===== src/sv/bps_pkg.sv =====
// Shared types and constants for the byte pattern search block.
// No dependencies; compiled first.
package bps_pkg;

  localparam int MAX_PATTERN = 63;
  localparam int BYTE_W      = 8;
  localparam int LEN_W       = 6;
  localparam int PIDX_W      = $clog2(MAX_PATTERN);
  localparam int ADDR_W      = 32;
  localparam int SEEN_W      = 33;
  localparam int CFG_IDX_W   = 2;
  localparam int CFG_DATA_W  = 32;

  typedef enum logic {
    KIND_PATTERN = 1'b0,
    KIND_MEMORY  = 1'b1
  } kind_t;

  typedef enum logic [CFG_IDX_W-1:0] {
    CFG_PATTERN_LENGTH = 2'd0,
    CFG_REGION_SIZE    = 2'd1,
    CFG_BASE_ADDRESS   = 2'd2,
    CFG_UNUSED         = 2'd3
  } cfg_idx_t;

  // write into the reversed pattern copy held by the cells
  typedef struct packed {
    logic              we;
    logic [PIDX_W-1:0] addr;
    logic [BYTE_W-1:0] data;
  } qwr_t;

  typedef struct packed {
    logic              shift;
    logic              q_we;
    logic [BYTE_W-1:0] q_data;
  } cell_ctl_t;

  typedef struct packed {
    logic              found;
    logic [ADDR_W-1:0] match_address;
  } res_t;

endpackage


===== src/sv/bps_ifs.sv =====
// Valid/ready channel interfaces: input items, results, configuration writes.
// Depends on bps_pkg.
interface bps_in_if;
  logic                      valid;
  logic                      ready;
  bps_pkg::kind_t            kind;
  logic [bps_pkg::LEN_W-1:0] pattern_index;
  logic [bps_pkg::BYTE_W-1:0] value;
  logic                      last;
  modport source(output valid, kind, pattern_index, value, last, input ready);
  modport sink(input valid, kind, pattern_index, value, last, output ready);
endinterface

interface bps_out_if;
  logic                       valid;
  logic                       ready;
  logic                       found;
  logic [bps_pkg::ADDR_W-1:0] match_address;
  modport source(output valid, found, match_address, input ready);
  modport sink(input valid, found, match_address, output ready);
endinterface

interface bps_cfg_if;
  logic                           valid;
  logic                           ready;
  logic [bps_pkg::CFG_IDX_W-1:0]  reg_index;
  logic [bps_pkg::CFG_DATA_W-1:0] wdata;
  modport source(output valid, reg_index, wdata, input ready);
  modport sink(input valid, reg_index, wdata, output ready);
endinterface


===== src/sv/byte_pattern_search.sv =====
// Byte pattern search: first match of a loaded byte pattern in a byte stream.
// Channels: in_chan takes pattern loads (kind 0, by index) and memory bytes
// (kind 1, last marks the final byte); out_chan gives found and
// match_address; cfg_chan writes pattern_length (0), region_size (1) and
// base_address (2) and is always ready.
// Throughput: one input transfer per cycle while in_chan.ready is high.
// A byte's result, if any, is registered into the result queue and reaches
// out_chan behind any waiting results. A search gives one result: the first
// match, or found = 0 at the last byte; last clears the search state.
// Matching runs in a chain of 63 cells holding the window and a reversed copy
// of the pattern. Writing pattern_length starts a rebuild of that copy, during
// which in_chan.ready is low. Reset: no search in progress, pattern_length 1,
// region and base 0; pattern contents stay undefined until loaded.
// A two-entry result queue lets input flow while a result waits; if the
// receiver stalls with both entries full, in_chan.ready drops.
// Depends on bps_pkg, bps_ifs, bps_cell, bps_pattern, bps_out_q.
module byte_pattern_search (
  input  logic       clk,
  input  logic       rst_n,
  bps_in_if.sink     in_chan,
  bps_out_if.source  out_chan,
  bps_cfg_if.sink    cfg_chan
);
  import bps_pkg::*;

  localparam logic [SEEN_W-1:0] SEEN_MAX = {SEEN_W{1'b1}};

  logic [LEN_W-1:0]  len_r;
  logic [ADDR_W-1:0] region_r;
  logic [ADDR_W-1:0] base_r;
  logic [SEEN_W-1:0] seen_r;
  logic              match_r;

  logic              cfg_acc, in_acc, mem_acc, pat_acc, len_wr;
  logic              q_full, busy, push, hit_now, all_hit, len_ok;
  logic [SEEN_W-1:0] seen_inc, start;
  qwr_t              qwr;
  res_t              res;

  logic [BYTE_W-1:0]      chain [MAX_PATTERN+1];
  logic [MAX_PATTERN-1:0] hit;

  assign cfg_chan.ready = 1'b1;
  assign cfg_acc = cfg_chan.valid && cfg_chan.ready;
  assign len_wr  = cfg_acc && (cfg_chan.reg_index == CFG_PATTERN_LENGTH);

  always_ff @(posedge clk) begin
    if (!rst_n) begin
      len_r    <= LEN_W'(1);
      region_r <= '0;
      base_r   <= '0;
    end else if (cfg_acc) begin
      unique case (cfg_idx_t'(cfg_chan.reg_index))
        CFG_PATTERN_LENGTH: len_r    <= cfg_chan.wdata[LEN_W-1:0];
        CFG_REGION_SIZE:    region_r <= cfg_chan.wdata[ADDR_W-1:0];
        CFG_BASE_ADDRESS:   base_r   <= cfg_chan.wdata[ADDR_W-1:0];
        default: begin
        end
      endcase
    end
  end

  assign in_chan.ready = !q_full && !busy;
  assign in_acc  = in_chan.valid && in_chan.ready;
  assign mem_acc = in_acc && (in_chan.kind == KIND_MEMORY);
  assign pat_acc = in_acc && (in_chan.kind == KIND_PATTERN);

  bps_pattern u_pattern (
    .clk      (clk),
    .rst_n    (rst_n),
    .pat_we   (pat_acc),
    .pat_idx  (in_chan.pattern_index),
    .pat_data (in_chan.value),
    .len_wr   (len_wr),
    .len      (len_r),
    .qwr      (qwr),
    .busy     (busy)
  );

  assign chain[0] = in_chan.value;

  for (genvar j = 0; j < MAX_PATTERN; j++) begin : g_cell
    cell_ctl_t ctl;
    logic      active;
    assign ctl.shift  = mem_acc;
    assign ctl.q_we   = qwr.we && (qwr.addr == PIDX_W'(j));
    assign ctl.q_data = qwr.data;
    assign active     = (LEN_W'(j) < len_r);
    bps_cell u_cell (
      .clk      (clk),
      .ctl      (ctl),
      .active   (active),
      .byte_in  (chain[j]),
      .byte_out (chain[j+1]),
      .hit      (hit[j])
    );
  end

  assign all_hit  = &hit;
  assign len_ok   = (len_r != '0) && (int'(len_r) <= MAX_PATTERN);
  assign seen_inc = (seen_r == SEEN_MAX) ? seen_r : seen_r + SEEN_W'(1);
  assign start    = seen_inc - SEEN_W'(len_r);
  assign hit_now  = !match_r && len_ok && (seen_inc >= SEEN_W'(len_r)) &&
                    (start < SEEN_W'(region_r)) && all_hit;

  always_comb begin
    res = '0;
    if (hit_now) begin
      res.found         = 1'b1;
      res.match_address = base_r + start[ADDR_W-1:0];
    end
  end

  assign push = mem_acc && (hit_now || (in_chan.last && !match_r));

  always_ff @(posedge clk) begin
    if (!rst_n) begin
      seen_r  <= '0;
      match_r <= 1'b0;
    end else if (mem_acc) begin
      if (in_chan.last) begin
        seen_r  <= '0;
        match_r <= 1'b0;
      end else begin
        seen_r <= seen_inc;
        if (hit_now) begin
          match_r <= 1'b1;
        end
      end
    end
  end

  bps_out_q u_out_q (
    .clk       (clk),
    .rst_n     (rst_n),
    .push      (push),
    .push_data (res),
    .full      (q_full),
    .out_chan  (out_chan)
  );

  a_no_push_full: assert property (@(posedge clk) disable iff (!rst_n)
    push |-> !q_full)
    else $error("result pushed into full queue");

  a_no_input_rebuild: assert property (@(posedge clk) disable iff (!rst_n)
    busy |-> !in_acc)
    else $error("input transfer during pattern rebuild");

  a_match_sticks: assert property (@(posedge clk) disable iff (!rst_n)
    (mem_acc && hit_now && !in_chan.last) |=> match_r)
    else $error("match not recorded");

  a_last_clears: assert property (@(posedge clk) disable iff (!rst_n)
    (mem_acc && in_chan.last) |=> (seen_r == '0) && !match_r)
    else $error("search state not cleared after last byte");

endmodule


===== src/sv/bps_cell.sv =====
// One window cell: a stream byte that shifts on to the neighbor and the
// pattern byte aligned to it. Depends on bps_pkg.
module bps_cell (
  input  logic                       clk,
  input  bps_pkg::cell_ctl_t         ctl,
  input  logic                       active,
  input  logic [bps_pkg::BYTE_W-1:0] byte_in,
  output logic [bps_pkg::BYTE_W-1:0] byte_out,
  output logic                       hit
);
  import bps_pkg::*;

  logic [BYTE_W-1:0] win_r;
  logic [BYTE_W-1:0] q_r;

  always_ff @(posedge clk) begin
    if (ctl.shift) begin
      win_r <= byte_in;
    end
    if (ctl.q_we) begin
      q_r <= ctl.q_data;
    end
  end

  // byte_in is the value this cell holds after the shift
  assign hit      = !active || (byte_in == q_r);
  assign byte_out = win_r;

endmodule


===== src/sv/bps_pattern.sv =====
// Pattern store and the sequencer that keeps the cells' reversed pattern
// copy in line with pattern_length. Depends on bps_pkg.
module bps_pattern (
  input  logic                       clk,
  input  logic                       rst_n,
  input  logic                       pat_we,
  input  logic [bps_pkg::LEN_W-1:0]  pat_idx,
  input  logic [bps_pkg::BYTE_W-1:0] pat_data,
  input  logic                       len_wr,
  input  logic [bps_pkg::LEN_W-1:0]  len,
  output bps_pkg::qwr_t              qwr,
  output logic                       busy
);
  import bps_pkg::*;

  logic [BYTE_W-1:0] mem [MAX_PATTERN];
  logic [BYTE_W-1:0] rd_data_r;
  logic [PIDX_W-1:0] sweep_idx_r;
  logic [PIDX_W-1:0] wr_addr_r;
  logic              sweep_r;
  logic              wr_pend_r;
  logic              direct;

  always_ff @(posedge clk) begin
    if (pat_we && (int'(pat_idx) < MAX_PATTERN)) begin
      mem[pat_idx[PIDX_W-1:0]] <= pat_data;
    end
    rd_data_r <= mem[sweep_idx_r];
  end

  // rebuild pass: read entry i, next cycle write it to slot len-1-i
  always_ff @(posedge clk) begin
    if (!rst_n) begin
      sweep_r     <= 1'b0;
      wr_pend_r   <= 1'b0;
      sweep_idx_r <= '0;
      wr_addr_r   <= '0;
    end else if (len_wr) begin
      sweep_r     <= 1'b1;
      wr_pend_r   <= 1'b0;
      sweep_idx_r <= '0;
    end else if (sweep_r) begin
      if (len == '0) begin
        sweep_r   <= 1'b0;
        wr_pend_r <= 1'b0;
      end else begin
        wr_pend_r   <= 1'b1;
        wr_addr_r   <= PIDX_W'(len - LEN_W'(1) - LEN_W'(sweep_idx_r));
        sweep_idx_r <= sweep_idx_r + 1'b1;
        if (LEN_W'(sweep_idx_r) == len - LEN_W'(1)) begin
          sweep_r <= 1'b0;
        end
      end
    end else begin
      wr_pend_r <= 1'b0;
    end
  end

  assign direct = pat_we && (pat_idx < len);
  assign busy   = sweep_r || wr_pend_r;

  always_comb begin
    qwr = '0;
    if (wr_pend_r) begin
      qwr.we   = 1'b1;
      qwr.addr = wr_addr_r;
      qwr.data = rd_data_r;
    end else if (direct) begin
      qwr.we   = 1'b1;
      qwr.addr = PIDX_W'(len - LEN_W'(1) - pat_idx);
      qwr.data = pat_data;
    end
  end

endmodule


===== src/sv/bps_out_q.sv =====
// Two-entry result queue between the search logic and the result channel.
// Depends on bps_pkg and bps_ifs.
module bps_out_q (
  input  logic            clk,
  input  logic            rst_n,
  input  logic            push,
  input  bps_pkg::res_t   push_data,
  output logic            full,
  bps_out_if.source       out_chan
);
  import bps_pkg::*;

  res_t       e0_r, e1_r;
  logic [1:0] cnt_r;
  logic       pop;

  assign pop  = out_chan.valid && out_chan.ready;
  assign full = (cnt_r == 2'd2);

  always_ff @(posedge clk) begin
    if (!rst_n) begin
      cnt_r <= 2'd0;
    end else begin
      unique case ({push, pop})
        2'b11: begin
          if (cnt_r == 2'd1) begin
            e0_r <= push_data;
          end else begin
            e0_r <= e1_r;
            e1_r <= push_data;
          end
        end
        2'b01: begin
          e0_r  <= e1_r;
          cnt_r <= cnt_r - 2'd1;
        end
        2'b10: begin
          if (cnt_r == 2'd0) begin
            e0_r <= push_data;
          end else begin
            e1_r <= push_data;
          end
          cnt_r <= cnt_r + 2'd1;
        end
        default: begin
        end
      endcase
    end
  end

  assign out_chan.valid         = (cnt_r != 2'd0);
  assign out_chan.found         = e0_r.found;
  assign out_chan.match_address = e0_r.match_address;

endmodule

===== src/flat_wrapper.sv =====
// flat-port wrapper written by rule: the top's interface ports become plain ports
module byte_pattern_search_flat import bps_pkg::*;
  (clk, rst_n, in_chan_valid, in_chan_kind, in_chan_pattern_index, in_chan_value, in_chan_last, in_chan_ready, out_chan_valid, out_chan_found, out_chan_match_address, out_chan_ready, cfg_chan_valid, cfg_chan_reg_index, cfg_chan_wdata, cfg_chan_ready);
  bps_in_if in_chan_i ();
  bps_out_if out_chan_i ();
  bps_cfg_if cfg_chan_i ();
  input  logic clk;
  input  logic rst_n;
  input wire logic [$bits(in_chan_i.valid)-1:0] in_chan_valid;
  input wire logic [$bits(in_chan_i.kind)-1:0] in_chan_kind;
  input wire logic [$bits(in_chan_i.pattern_index)-1:0] in_chan_pattern_index;
  input wire logic [$bits(in_chan_i.value)-1:0] in_chan_value;
  input wire logic [$bits(in_chan_i.last)-1:0] in_chan_last;
  output wire logic [$bits(in_chan_i.ready)-1:0] in_chan_ready;
  output wire logic [$bits(out_chan_i.valid)-1:0] out_chan_valid;
  output wire logic [$bits(out_chan_i.found)-1:0] out_chan_found;
  output wire logic [$bits(out_chan_i.match_address)-1:0] out_chan_match_address;
  input wire logic [$bits(out_chan_i.ready)-1:0] out_chan_ready;
  input wire logic [$bits(cfg_chan_i.valid)-1:0] cfg_chan_valid;
  input wire logic [$bits(cfg_chan_i.reg_index)-1:0] cfg_chan_reg_index;
  input wire logic [$bits(cfg_chan_i.wdata)-1:0] cfg_chan_wdata;
  output wire logic [$bits(cfg_chan_i.ready)-1:0] cfg_chan_ready;
  assign in_chan_i.valid = in_chan_valid;
  assign in_chan_i.kind = in_chan_kind;
  assign in_chan_i.pattern_index = in_chan_pattern_index;
  assign in_chan_i.value = in_chan_value;
  assign in_chan_i.last = in_chan_last;
  assign in_chan_ready = in_chan_i.ready;
  assign out_chan_valid = out_chan_i.valid;
  assign out_chan_found = out_chan_i.found;
  assign out_chan_match_address = out_chan_i.match_address;
  assign out_chan_i.ready = out_chan_ready;
  assign cfg_chan_i.valid = cfg_chan_valid;
  assign cfg_chan_i.reg_index = cfg_chan_reg_index;
  assign cfg_chan_i.wdata = cfg_chan_wdata;
  assign cfg_chan_ready = cfg_chan_i.ready;
  byte_pattern_search u_core (.clk(clk), .rst_n(rst_n), .in_chan(in_chan_i), .out_chan(out_chan_i), .cfg_chan(cfg_chan_i));
endmodule

===== config.mk =====
export PLATFORM = sky130hd
export DESIGN_NAME = byte_pattern_search_flat
export DESIGN_NICKNAME = d
export VERILOG_FILES = /design/src/sv/bps_pkg.sv /design/src/sv/bps_ifs.sv /design/src/sv/byte_pattern_search.sv /design/src/sv/bps_cell.sv /design/src/sv/bps_pattern.sv /design/src/sv/bps_out_q.sv /design/src/flat_wrapper.sv
export SDC_FILE = /design/constraint.sdc
export NUM_CORES = 2
export LEC_CHECK = 0
export BUFFER_PORTS_ARGS = -buffer_cell sky130_fd_sc_hd__clkbuf_2
export CORE_UTILIZATION = 30
export CTS_BUF_LIST = sky130_fd_sc_hd__clkbuf_2
export DETAILED_ROUTE_END_ITERATION = 10
export PLACE_DENSITY_LB_ADDON = 0.12
export SETUP_SLACK_MARGIN = 0.3
export SYNTH_ARGS = -nofsm -noshare
export SYNTH_HDL_FRONTEND = slang
export SYNTH_HIERARCHICAL = 1
export SYNTH_SLANG_ARGS = --single-unit
export TNS_END_PERCENT = 10

===== constraint.sdc =====
create_clock -name clk -period 49.7 [get_ports clk]
set_input_delay 14.91 -clock clk [delete_from_list [all_inputs] [get_ports clk]]
set_output_delay 14.91 -clock clk [all_outputs]
set_load 0.05 [all_outputs]

==> reports/qor.txt <==
Min-Delay Path Class: flip-flop to flip-flop
GRT overflow: 0
status: finished clean
RSZ-0062 raised after global routing: no
Hold Vio Cnt, Final: 0
P&R area growth vs syn: 11.75%
Final ANT Viol Nets: 0
Setup-failing EPs final: 0
CORE AREA: 0.2303 mm2
hold_sp: u_core/g_cell[6].u_cell/byte_out[6]$_DFFE_PP_
peak supply drop: 0.02327 mV
Synth Instances: 4408
die area: 0.2339 mm2
I/O pins: 91
Rel. slew slack: 16.16%
Finished Layout Cells: 8274
Mean Syn Cell Area: 15.79 um2
H-tree depth: 5
fraction of layout cells with a size suffix above 1: 20.55%
crit share post-route: 37.72%
max-slew violations: 0
total chip power: 2.853 mW
port bufs: 89
Avg WL per Cell: 23.82 um
Mapped Nets: 4563
RR Startpoint: u_core/seen_r[0]$_SDFFE_PN0P_
CTS tree: done
Setup Skew: 0.2842 ns
Yosys warning total: 6
Starting Density: 30.21%
element type at the critical path start: input port
Post-route DRC: 0
Achievable Freq: 0.05334 GHz
most frequent cells in the layout: edfxtp_1, clkbuf_2, xnor2_1, nand2_1, nor2_1
top routing layer in use: met5
met3 wire length: 8.403 mm
global-route wire length before repair: 286.4 mm
CTS clk-pin slew, worst paths: 0.09 ns
clock latency on the worst-skew pair: 1.95 ns
final WL: 197.1 mm
Pwr Density: 36.69 mW/mm2
DR vias/cell: 4.783
via count of the first global-routing pass: 41000
routability cong.: 0.7955
CTS buffer count: 470
Synth Cell Area: 0.06958 mm2
setup bufs post-CTS: 0
hold_buf cts: 0
Vert. Die Dim: 483.6 um
Setup TNS: 0 ns
gr usage total: 16.68%
Post-DP HPWL: 124.5 mm
critical path required time: 51.26 ns
Slew @ Worst Pin: 1.253 ns
crit-path max FO: 66
layout net count: 5052
Crit Path Class: input port to flip-flop
Clock Sinks: 1698
Max-Cap Viols: 0
Horiz. Die Dim: 483.6 um
CTS Buffer Depth: 4
end-of-flow core utilization: 33.76%
Placed Instances: 7451
initial antenna violation count: 13
CTS resizes: 0
drt first pass iters: 5
most common cell after layout, fill and taps aside: edfxtp_1
Critical Path Sink Type: flip-flop
data arrival time of the critical path: 20.31 ns
WL met2: 90.90 mm
number of DRC markers in iteration 0: 2446
largest net degree at the start of global routing: 150
CTS root buf: clkbuf_2
Fill cells: 22690
leakage: 24.73 nW
detailed-route via count: 39580
met1 WL: 93.36 mm
hold slack: 0.4223 ns
Crit. Startpoint: in_chan_value[3]
FP Rows: 176
min Tclk post-route: 18.75 ns
## routing by layer
| layer | vias up | global-route usage (%) |
|---|---|---|
| met4 | 2 | 5.140 |
| met3 | 348 | 3.073 |
| li1 | 18040 | - |
| met1 | 20220 | 23.29 |
| met5 | - | 0 |
| met2 | 963 | 26.21 |
## state kept, by name, summed over array words and instances (netlist names)
| signal | cells |
|---|---|
| u_core/base_r | 32 |
| u_core/g_cell.u_cell/byte_out | 496 |
| u_core/g_cell.u_cell/q_r | 504 |
| u_core/len_r | 6 |
| u_core/match_r | 1 |
| u_core/region_r | 32 |
| u_core/seen_r | 33 |
| u_core/u_out_q/cnt_r | 2 |
| u_core/u_out_q/e1_r | 33 |
| u_core/u_out_q/out_chan.found | 1 |
| u_core/u_out_q/out_chan.match_address | 32 |
| u_core/u_pattern/mem | 504 |
| u_core/u_pattern/rd_data_r | 8 |
| u_core/u_pattern/sweep_idx_r | 6 |
| u_core/u_pattern/sweep_r | 1 |
| u_core/u_pattern/wr_addr_r | 6 |
| u_core/u_pattern/wr_pend_r | 1 |
## worst max-delay path, cell delays in order
cell      delay (ns)
clkbuf_2        0.08
buf_4           0.58
xnor2_1         0.19
nand4_1         0.18
o21ai_1         0.33
nand4_1         0.18
nor4_1          0.70
nand2_1         0.11
or4_1           0.45
or3_1           0.33
buf_4           0.28
a21oi_1         0.50
ha_1            0.33
o211a_1         0.67
buf_4           0.42
## worst paths after layout
kind | end | slack [ns] | cells past startpoint
hold reg to reg | u_core/g_cell[7].u_cell/byte_out[6]$_DFFE_PP_ | 0.42 | 0
hold / removal | u_core/g_cell[7].u_cell/byte_out[6]$_DFFE_PP_ | 0.42 | 0
setup reg to reg | u_core/u_out_q/e1_r[15]$_DFFE_PP_ | 39.49 | 28
setup / recovery | u_core/u_out_q/e1_r[15]$_DFFE_PP_ | 30.95 | 15
## through the flow
stage	setup WS [ns]	cell area [um2]
final	30.95	77760
after global placement	28.89	73710
after global routing	30.69	77750
after floorplan	19.05	69580
after detailed placement	28.82	73710
after CTS	30.86	77720
## layout make-up
| type | count | area, um2 | area share [%] |
|---|---|---|---|
| repair buffers | 162 | 1021 | 1.313 |
| diodes | 13 | 32.53 | 0.04184 |
| clock inverters | 110 | 513.0 | 0.6597 |
| clock buffers | 700 | 3503 | 4.506 |
| flip-flops and latches | 1698 | 49720 | 63.94 |
| multi-input cells | 2475 | 18840 | 24.23 |
| inverters | 90 | 345.3 | 0.4441 |
| well taps | 3026 | 3786 | 4.869 |
## power by group
group	internal, mW	switching (mW)	leakage [nW]
registers	1.61	0.0276	14.9
logic	0.0788	0.166	6.70
clock network	0.383	0.586	3.14
total	2.07	0.780	24.7
No activity file was read; power rests on OpenSTA's default activity.
